$ cat src/rtl/command_packet_framer_assert.svh
// Assertion macros for the command packet framer.
// Used by the top level only; no other dependencies.
`ifndef COMMAND_PACKET_FRAMER_ASSERT_SVH
`define COMMAND_PACKET_FRAMER_ASSERT_SVH

// same-cycle implication
`define CPF_ASSERT_SAME(label, clk, rst, ante, cons) \
   label: assert property (@(posedge clk) disable iff (rst) (ante) |-> (cons)) \
      else $error("command_packet_framer: same-cycle check failed");

// next-cycle implication
`define CPF_ASSERT_NEXT(label, clk, rst, ante, cons) \
   label: assert property (@(posedge clk) disable iff (rst) (ante) |=> (cons)) \
      else $error("command_packet_framer: next-cycle check failed");

`endif

$ cat src/rtl/cpf_pkg.sv
// Shared types and constants for the command packet framer.
// No dependencies.
package cpf_pkg;

   localparam int unsigned BURST_MAX     = 8;
   localparam int unsigned BURST_COUNT_W = 4;

   localparam logic OP_HEADER = 1'b0;
   localparam logic OP_DATA   = 1'b1;

   localparam logic CSR_SYNC_FIRST  = 1'b0;
   localparam logic CSR_SYNC_SECOND = 1'b1;

   localparam logic [7:0] SYNC_FIRST_RESET  = 8'hF5;
   localparam logic [7:0] SYNC_SECOND_RESET = 8'hFA;

   typedef struct packed {
      logic [BURST_MAX-1:0][7:0]  data;
      logic [BURST_COUNT_W-1:0]   count;
      logic                       close;
   } burst_type;

endpackage

$ cat src/rtl/cpf_frame.sv
// Framing state: byte count, running sum and burst formation per accepted beat.
// Depends on cpf_pkg.
module cpf_frame (
   input  logic                   clock,
   input  logic                   reset,
   input  logic                   accept,
   input  logic                   op,
   input  logic [7:0]             pid_one,
   input  logic [7:0]             pid_two,
   input  logic [15:0]            payload_length,
   input  logic [7:0]             payload_byte,
   input  logic [7:0]             sync_first,
   input  logic [7:0]             sync_second,
   output cpf_pkg::burst_type     burst
);

   logic [15:0] bytes_remaining_ff, bytes_remaining_in;
   logic [15:0] running_sum_ff, running_sum_in;
   logic        in_packet_ff, in_packet_in;

   logic [15:0] header_sum;
   logic [15:0] header_check;
   logic [15:0] data_sum;
   logic [15:0] data_check;
   logic [15:0] remaining_dec;

   assign header_sum = {8'h00, sync_first} + {8'h00, sync_second}
                     + {8'h00, pid_one} + {8'h00, pid_two}
                     + {8'h00, payload_length[15:8]} + {8'h00, payload_length[7:0]};
   assign header_check  = (header_sum ^ 16'hFFFF) + 16'h0001;
   assign data_sum      = running_sum_ff + {8'h00, payload_byte};
   assign data_check    = (data_sum ^ 16'hFFFF) + 16'h0001;
   assign remaining_dec = bytes_remaining_ff - 16'h0001;

   always_comb begin
      bytes_remaining_in = bytes_remaining_ff;
      running_sum_in     = running_sum_ff;
      in_packet_in       = in_packet_ff;
      burst              = '0;
      case (op)
         cpf_pkg::OP_HEADER: begin
            burst.data[0] = sync_first;
            burst.data[1] = sync_second;
            burst.data[2] = pid_one;
            burst.data[3] = pid_two;
            burst.data[4] = payload_length[15:8];
            burst.data[5] = payload_length[7:0];
            if (payload_length == 16'h0000) begin
               burst.data[6]      = header_check[15:8];
               burst.data[7]      = header_check[7:0];
               burst.count        = cpf_pkg::BURST_COUNT_W'(8);
               burst.close        = 1'b1;
               bytes_remaining_in = 16'h0000;
               running_sum_in     = 16'h0000;
               in_packet_in       = 1'b0;
            end else begin
               burst.count        = cpf_pkg::BURST_COUNT_W'(6);
               bytes_remaining_in = payload_length;
               running_sum_in     = header_sum;
               in_packet_in       = 1'b1;
            end
         end
         cpf_pkg::OP_DATA: begin
            if (in_packet_ff && (bytes_remaining_ff != 16'h0000)) begin
               burst.data[0] = payload_byte;
               if (remaining_dec == 16'h0000) begin
                  burst.data[1]      = data_check[15:8];
                  burst.data[2]      = data_check[7:0];
                  burst.count        = cpf_pkg::BURST_COUNT_W'(3);
                  burst.close        = 1'b1;
                  bytes_remaining_in = 16'h0000;
                  running_sum_in     = 16'h0000;
                  in_packet_in       = 1'b0;
               end else begin
                  burst.count        = cpf_pkg::BURST_COUNT_W'(1);
                  bytes_remaining_in = remaining_dec;
                  running_sum_in     = data_sum;
               end
            end
         end
         default: begin
            burst = '0;
         end
      endcase
   end

   always_ff @(posedge clock) begin
      if (reset) begin
         bytes_remaining_ff <= 16'h0000;
         running_sum_ff     <= 16'h0000;
         in_packet_ff       <= 1'b0;
      end else if (accept) begin
         bytes_remaining_ff <= bytes_remaining_in;
         running_sum_ff     <= running_sum_in;
         in_packet_ff       <= in_packet_in;
      end
   end

endmodule

$ cat src/rtl/cpf_burst.sv
// Output shift register: holds the bytes of one beat and sends them one per beat.
// Depends on cpf_pkg.
module cpf_burst (
   input  logic                clock,
   input  logic                reset,
   input  logic                load,
   input  cpf_pkg::burst_type  burst,
   input  logic                rsp_stall,
   output logic                busy,
   output logic                rsp_valid,
   output logic [7:0]          rsp_out_byte,
   output logic                rsp_end_of_packet
);

   logic [cpf_pkg::BURST_MAX-1:0][7:0]   data_ff, data_in;
   logic [cpf_pkg::BURST_COUNT_W-1:0]    count_ff, count_in;
   logic                                 close_ff, close_in;
   logic                                 take;
   logic                                 last;

   assign rsp_valid         = (count_ff != '0);
   assign take              = rsp_valid && !rsp_stall;
   assign last              = (count_ff == cpf_pkg::BURST_COUNT_W'(1));
   assign busy              = rsp_valid && !(last && take);
   assign rsp_out_byte      = data_ff[0];
   assign rsp_end_of_packet = last && close_ff;

   always_comb begin
      data_in  = data_ff;
      count_in = count_ff;
      close_in = close_ff;
      if (load) begin
         data_in  = burst.data;
         count_in = burst.count;
         close_in = burst.close;
      end else if (take) begin
         data_in  = data_ff >> 8;
         count_in = count_ff - cpf_pkg::BURST_COUNT_W'(1);
      end
   end

   always_ff @(posedge clock) begin
      if (reset) begin
         count_ff <= '0;
         close_ff <= 1'b0;
      end else begin
         count_ff <= count_in;
         close_ff <= close_in;
      end
   end

   always_ff @(posedge clock) begin
      data_ff <= data_in;
   end

endmodule

$ cat src/rtl/command_packet_framer.sv
// Command packet framer top level: sync registers, framing state and output.
// Depends on cpf_pkg, cpf_frame, cpf_burst and command_packet_framer_assert.svh.
//
// Turns header and payload beats into a framed byte stream, one byte per rsp
// beat. A payload beat in an open packet gives one byte and is taken every
// cycle while the output flows; the last payload beat gives three bytes
// (byte and checksum). A header gives six bytes, or eight with a zero length,
// so the next req beat waits until the output shift register has sent all but
// its final byte, and the following beat is taken in the cycle the final
// byte goes out.
`include "command_packet_framer_assert.svh"

module command_packet_framer (
   input  logic        clock,
   input  logic        reset,
   input  logic        req_valid,
   output logic        req_stall,
   input  logic        req_op,
   input  logic [7:0]  req_pid_one,
   input  logic [7:0]  req_pid_two,
   input  logic [15:0] req_payload_length,
   input  logic [7:0]  req_payload_byte,
   output logic        rsp_valid,
   input  logic        rsp_stall,
   output logic [7:0]  rsp_out_byte,
   output logic        rsp_end_of_packet,
   input  logic        csr_write_enable,
   input  logic        csr_index,
   input  logic [7:0]  csr_write_data
);

   logic [7:0]          sync_first_ff;
   logic [7:0]          sync_second_ff;
   logic                accept;
   logic                busy;
   logic                header_take;
   logic                eop_take;
   cpf_pkg::burst_type  burst;

   assign req_stall   = busy;
   assign accept      = req_valid && !busy;
   assign header_take = accept && (req_op == cpf_pkg::OP_HEADER);
   assign eop_take    = rsp_valid && !rsp_stall && rsp_end_of_packet;

   always_ff @(posedge clock) begin
      if (reset) begin
         sync_first_ff  <= cpf_pkg::SYNC_FIRST_RESET;
         sync_second_ff <= cpf_pkg::SYNC_SECOND_RESET;
      end else if (csr_write_enable) begin
         case (csr_index)
            cpf_pkg::CSR_SYNC_FIRST:  sync_first_ff  <= csr_write_data;
            cpf_pkg::CSR_SYNC_SECOND: sync_second_ff <= csr_write_data;
            default: begin
               sync_first_ff <= sync_first_ff;
            end
         endcase
      end
   end

   cpf_frame u_frame (
      .clock          (clock),
      .reset          (reset),
      .accept         (accept),
      .op             (req_op),
      .pid_one        (req_pid_one),
      .pid_two        (req_pid_two),
      .payload_length (req_payload_length),
      .payload_byte   (req_payload_byte),
      .sync_first     (sync_first_ff),
      .sync_second    (sync_second_ff),
      .burst          (burst)
   );

   cpf_burst u_burst (
      .clock             (clock),
      .reset             (reset),
      .load              (accept),
      .burst             (burst),
      .rsp_stall         (rsp_stall),
      .busy              (busy),
      .rsp_valid         (rsp_valid),
      .rsp_out_byte      (rsp_out_byte),
      .rsp_end_of_packet (rsp_end_of_packet)
   );

   `CPF_ASSERT_SAME(a_stall_needs_output, clock, reset, req_stall, rsp_valid)
   `CPF_ASSERT_NEXT(a_header_opens_with_sync, clock, reset, header_take,
                    rsp_valid && (rsp_out_byte == $past(sync_first_ff)))
   `CPF_ASSERT_NEXT(a_eop_ends_burst, clock, reset, eop_take, $past(accept) || !rsp_valid)

endmodule

$ cat config.mk
export PLATFORM = sky130hd
export DESIGN_NAME = command_packet_framer
export DESIGN_NICKNAME = d
export VERILOG_FILES = /design/src/rtl/cpf_pkg.sv /design/src/rtl/cpf_frame.sv /design/src/rtl/cpf_burst.sv /design/src/rtl/command_packet_framer.sv
export VERILOG_INCLUDE_DIRS = /design/src /design/src/rtl
export SDC_FILE = /design/constraint.sdc
export NUM_CORES = 1
export LEC_CHECK = 0
export BUFFER_PORTS_ARGS = -buffer_cell sky130_fd_sc_hd__buf_4
export CAP_MARGIN = 20
export CORE_AREA = 2 2 146 148
export DETAILED_ROUTE_END_ITERATION = 8
export DIE_AREA = 0 0 148 150
export PLACE_DENSITY = 0.61
export SLEW_MARGIN = 20
export SYNTH_ARGS = -nofsm -noshare
export SYNTH_HDL_FRONTEND = slang
export SYNTH_SLANG_ARGS = --single-unit
$ cat constraint.sdc
create_clock -name clock -period 5.65 [get_ports clock]
set_input_delay 0.565 -clock clock [delete_from_list [all_inputs] [get_ports clock]]
set_output_delay 0.565 -clock clock [all_outputs]
set_load 0.02 [all_outputs]
==> results of run 1 <==
## cell usage in the layout, fill, tap and decap left out, types with 29 or more instances in the layout
cell type  count
nand2_1       90
nor2_1        86
buf_4         74
edfxtp_1      64
inv_1         63
dfxtp_1       54
a21oi_1       53
o21ai_0       45
ha_1          37
nor3_1        29
## routing by layer
| metal | vias to the layer above | routed length [um] | GRT usage, % |
|---|---|---|---|
| met5 | - | 0 | 0 |
| met4 | 0 | 384 | 7.33 |
| met3 | 24 | 1570 | 3.96 |
| met2 | 238 | 10900 | 33.7 |
| met1 | 3316 | 10600 | 30.3 |
| li1 | 3321 | - | - |
## state kept, by name, summed over array words and instances, names as in the netlist
| name | flops |
|---|---|
| u_frame.running_sum_ff | 16 |
| sync_first_ff | 8 |
| u_frame.in_packet_ff | 1 |
| sync_second_ff | 8 |
| u_burst.data_ff | 56 |
| u_burst.close_ff | 1 |
| u_frame.bytes_remaining_ff | 16 |
| u_burst.rsp_out_byte | 8 |
| u_burst.count_ff | 4 |
## power groups by stage
stage                     registers (mW)  logic, mW  clock network, mW
final                               1.53       2.91               1.11
after detailed placement            1.55       2.75                  0
after CTS                           1.53       2.77               1.12
after global placement              1.54       2.74                  0
after floorplan                     1.48       2.10                  0
after global routing                1.57       3.23               1.15
## cells by family after synthesis
logic type,share of synthesized area [%]
buffers and inverters,6.60
and+or+nand+nor,20.1
muxes,0.522
xor gates and xnor gates,4.73
adders and majority gates,12.1
AOI/OAI and AO/OA,19.2
DFF,36.8
## cell type report
cell class / count / share of cell area, %
inverter: 64 / 2.55
clock inverter: 15 / 1.83
clock buffer: 17 / 4.52
tap: 275 / 3.66
sequential: 118 / 31.9
multi-input combinational: 665 / 49.6
timing repair buffer: 74 / 5.90
## path summary, 6_finish.rpt
path	start	to	slack, ns
max	sync_first_ff[0]	u_burst.data_ff[51]	0.31
min	csr_write_data[6]	sync_first_ff[6]	0.35
max reg2reg	sync_first_ff[0]	u_burst.data_ff[51]	0.31
min reg2reg	u_frame.running_sum_ff[13]	u_frame.running_sum_ff[13]	0.48
## what timing repair did
action	in CTS	in global routing
resized for setup	0	9
setup buffers	0	1
endpoints found under the setup margin	0	8
## per-stage QoR
| step | setup WS (ns) | power, mW | std cells | hold WS (ns) | area, um^2 |
|---|---|---|---|---|---|
| after floorplan | 0.530 | 3.58 | 908 | 0.452 | 8150 |
| after global placement | 0.332 | 4.28 | 1195 | 0.466 | 8760 |
| after detailed placement | 0.295 | 4.29 | 1195 | 0.471 | 8760 |
| after CTS | 0.214 | 5.42 | 1227 | 0.335 | 9350 |
| after global routing | 0.00305 | 5.95 | 1228 | 0.349 | 9410 |
| final | 0.314 | 5.55 | 1228 | 0.348 | 9410 |
==> results.yml, run 1 <==
placement:
  routabilityCongestion: 0.891
  io_buffers: 65
  hpwl_um: 17300
sta:
  setup_viol: 0
  rsz0062_at_grt: "no"
  hold_violations: 0
  fin_crit_sh_pct: 94.4
  period_minus_slack_ns: 5.34
  tightest_slew_ns: 1.10
  finalSetupTns_ns: 0
  slew-limit-headroom_pct: 26.3
  fmax_mhz: 187
  report.final.slew_viol_count: 0
  clock_skew_ns: 0.00995
clock_tree:
  clock_latency_ns: 0.43
  clkSlewWorstSetupHoldPaths_ns: 0.06
  cts_tree: "yes"
  hold_buffers: 0
  cts_inserted_buffers: 17
  cts-root-buf: "clkbuf_16"
  cts.path.max_buffers: 2
  cts.sinks: 118
  htreeDepth: 4
power:
  net-switching-power_mw: 2.45
  p_int_mw: 3.11
  pwr-share-clk_pct: 20.0
  combinationalPowerShare_pct: 52.4
  power_leakage_nw: 3.82
  powerDensity_mw_per_mm2: 590
  p_sw_share_pct: 44.1
  peakVddDrop_mv: 0.330
  pwr-share-seq_pct: 27.6
hold_path:
  hold_path_class: "primary input to flop"
  min_path_cells: 2
yosys:
  yosys-top-cells-count: "nand2_1 (91), nor2_1 (87), edfxtp_1 (64)"
  synth_top_cell_area_share_pct: 23.6
  yosys.area.top_type: "edfxtp_1"
  avgSynthCellArea_um2: 8.98
  synth-main-ff-cell: "edfxtp_1"
  synthTopCellsByArea: "edfxtp_1 (24%), dfxtp_1 (13%), fa_1 (6.4%), ha_1 (5.7%), nand2_1 (4.2%)"
  seq_area_frac_synth_pct: 36.8
  async_reset_ff_share_pct: 0
  syn-num-nets: 1026
  netlist_area_mm2: 0.00815
  ys_types: 78
  synth-seq-cells: 118
  syn_inst: 908
  yosysMostFrequentCell: "nand2_1"
  ys.warnings.count: 0
  synth_edf_count: 64
finish:
  multiInputGateArea_mm2: 0.00467
  layout.nets: 1058
  ff_latch_area_mm2: 0.00300
  diodes: 0
  areaGrowthSynthToFinish_pct: 15.4
  fillers: 2009
  final_core_util_pct: 45.5
  drive_above_1_share_pct: 15.6
worst_setup_path:
  critPathTopFamily: "adder cells"
  reg2reg_depth: 21
  crit_fanout: 4
  worstSetupPathType: "flop to flop"
  end_kind: "flop"
  start_kind: "flop"
  crit_buf_inv: 2
  cp.arrival_ns: 5.50
  cp.depth: 21
  max_stage_delay_ns: 0.52
  path_cells: "ha_1 -> fa_1 -> a21oi_1 -> nor2_1 -> nor2_1 -> o21bai_1 -> a21oi_2 -> xnor2_1 -> fa_1 -> fa_1 -> inv_1 -> fa_1 -> inv_1 -> ha_1 -> o21a_1 -> a21oi_2 -> o21ai_0 -> xor2_1 -> nand2b_1 -> o31ai_2 -> nand2_1"
  cp.required_ns: 5.81
  cp_slowest_cell: "fa_1"
  path_common_cell: "fa_1"
drt:
  ant_nets: 0
  vias_per_cell: 5.62
  drt-initial-drc-count: 569
  drt-pass1-iter-count: 6
  vias: 6899
  finalWirelength_um: 23400
  drc_errors: 0
  drt-wirelength-per-cell_um: 19.1
grt:
  antenna_found_initial: 0
  grt_pass1_wl_um: 36700
  grt_max_degree: 67
  grt_pass1_vias: 6627
  grt_overflow: 0
  grt.total_usage_pct: 21.6
floorplanning:
  start_util_pct: 39.4
  die_h_um: 150
  rows: 53
  io_pins: 66
  die_x_um: 148
  core_area_mm2: 0.0207
  dieArea_mm2: 0.0222
run:
  maxCapViolCount: 0
run_status:
  status: "completed"
(Power assumes the default switching activity.)
==> run 2, diff against run 1 <==
- BUFFER_PORTS_ARGS: -buffer_cell sky130_fd_sc_hd__buf_4 -> -buffer_cell sky130_fd_sc_hd__buf_2
- PLACE_DENSITY: 0.61 -> default
==> run 2 against run 1 <==
Effect of this change: utilization decreased by 0.89 points; via count decreased by 0.54%; first-iteration DRC count increased by 19%; sequential share of layout area is 0.64 points higher; worst setup slack got worse by 0.12 ns; clock skew is 0.0025 ns lower; final area decreased by 2.0%; power shrank 1.5%; wire length fell by 2.2%; global-route usage down 0.33 points; critical endpoint is now u_burst.data_ff[49]; highest routed layer unchanged.
==> results.yml, run 2 (same netlist as run 1, synthesis figures left out) <==
hold_path:
  hold_path_class: "primary input to flop"
  holdPathEnd: "sync_first_ff[4]"
  worstHoldStart: "csr_write_data[4]"
  min_path_cells: 2
sta:
  clock_skew_ns: 0.00748
  fmax_mhz: 183
  hold_violations: 0
  slew-limit-headroom_pct: 30.1
  whs_ns: 0.354
  period_minus_slack_ns: 5.46
  report.final.slew_viol_count: 0
  setup_viol: 0
  fin_crit_sh_pct: 96.6
  tightest_slew_ns: 1.04
  finalSetupTns_ns: 0
clock_tree:
  clock_latency_ns: 0.42
  cts_inserted_buffers: 17
  cts.path.max_buffers: 2
  htreeDepth: 4
  cts.sinks: 118
  cts-root-buf: "clkbuf_16"
  clkSlewWorstSetupHoldPaths_ns: 0.06
  hold_buffers: 0
  cts_tree: "yes"
drt:
  vias_per_cell: 5.58
  wl_met2_um: 10400
  ant_nets: 0
  met1_length_um: 10700
  met3_length_um: 1470
  drc_errors: 0
  drt-initial-drc-count: 677
  drt-pass1-iter-count: 5
  drt-wirelength-per-cell_um: 18.6
  finalWirelength_um: 22900
  vias: 6862
  topRoutingLayerUsed: "met4"
run:
  maxCapViolCount: 0
worst_setup_path:
  reg2reg_from: "sync_first_ff[0]"
  crit_fanout: 4
  r2r_slack_ns: 0.19
  cp.arrival_ns: 5.74
  start_kind: "flop"
  cp.required_ns: 5.93
  reg2reg_depth: 22
  r2r-end: "u_burst.data_ff[49]"
  worstSetupPathType: "flop to flop"
  end_kind: "flop"
finish:
  areaGrowthSynthToFinish_pct: 13.2
  layout.cells.most_common_list: "nand2_1 (90), nor2_1 (86), buf_2 (64), edfxtp_1 (64), inv_1 (63)"
  top_regs: "u_burst.data_ff: 56 flops, u_frame.bytes_remaining_ff: 16 flops, u_frame.running_sum_ff: 16 flops"
  largest_reg_flops: 56
  layout.nets: 1059
  diodes: 0
  drive_above_1_share_pct: 15.2
  final_common_cell: "nand2_1"
  regMostFlops: "u_burst.data_ff"
power:
  powerDensity_mw_per_mm2: 593
  power_leakage_nw: 3.76
  finalPower_mw: 5.47
  peakVddDrop_mv: 0.340
grt:
  grt_pass1_wl_um: 36400
  grt_pass1_vias: 6517
  grt_overflow: 0
  grt.total_usage_pct: 21.3
  grt_max_degree: 55
  antenna_found_initial: 0
floorplanning:
  core_area_mm2: 0.0207
  start_util_pct: 39.4
  rows: 53
  io_pins: 66
  die_x_um: 148
  die_h_um: 150
  dieArea_mm2: 0.0222
placement:
  routabilityCongestion: 0.879
  hpwl_um: 17200
  io_buffers: 65
run_status:
  status: "completed"
==> run 2: cell types whose count changed in the layout (fill, tap and decap cells not counted), moves of 2 or more <==
cell / delta
buf_2: +64
buf_4: -63
clkbuf_8: +2
clkinv_4: -3
inv_8: -2
==> run 2: through the flow <==
step	instance area [um^2]	setup WS (ns)	util [%]	instances
after floorplan	8150	0.530	-	908
after global placement	8600	0.322	41.6	1196
after detailed placement	8600	0.222	41.6	1196
after CTS	9200	0.167	44.5	1228
after global routing	9230	-0.00872	44.6	1229
final	9230	0.195	44.6	1229
==> run 2: repair_timing <==
action | CTS | global route
hold endpoints to repair | 0 | 0
setup endpoints to repair | 0 | 6
resized for setup | 0 | 4
buffers inserted | 0 | 1
==> run 2: area by class of cell <==
| type | instances | area (um^2) |
|---|---|---|
| clock buffer | 19 | 453 |
| clock inverter | 13 | 145 |
| fill | 2011 | 11500 |
| inverter | 64 | 240 |
| multi-input combinational | 665 | 4640 |
| sequential | 118 | 3000 |
| tap | 275 | 344 |
| timing repair buffer | 75 | 403 |
==> run 2: routing by layer <==
metal,up-vias,GRT usage (%)
met1,3281,30.4
li1,3313,-
met2,247,33.3
met4,0,5.52
met5,-,0
met3,21,3.84
==> run 2: worst max-delay path by stage <==
stage,start,endpoint,slack [ns],depth (start not counted)
after floorplan,sync_first_ff[0],u_burst.data_ff[49],0.53,22
after global placement,sync_first_ff[0],u_burst.data_ff[53],0.32,22
after detailed placement,sync_first_ff[0],u_burst.data_ff[53],0.22,22
after CTS,sync_first_ff[0],u_burst.data_ff[55],0.17,22
after global routing,sync_first_ff[0],u_burst.data_ff[49],-0.009,22
final,sync_first_ff[0],u_burst.data_ff[49],0.19,22
==> run 2: worst max-delay path, stage by stage, from the launching register on <==
cell and delay, ns:
dfxtp_1 0.32, ha_1 0.23, fa_1 0.40, a21oi_1 0.16, nor2_1 0.05, nor2_1 0.15
o21bai_1 0.11, a21oi_2 0.19, xnor2_1 0.15, fa_1 0.46, fa_1 0.52, inv_1 0.05
fa_1 0.51, inv_1 0.05, ha_1 0.33, nand2b_1 0.11, nor2_1 0.05, a221oi_1 0.25
o311ai_1 0.22, nor3_2 0.25, nand2_1 0.15, or4_1 0.49, nand3_1 0.09
==> run 2: power by group <==
group,switching (mW),internal [mW]
Combinational,1.81,1.03
Sequential,0.165,1.37
Clock,0.420,0.677
Total,2.39,3.08
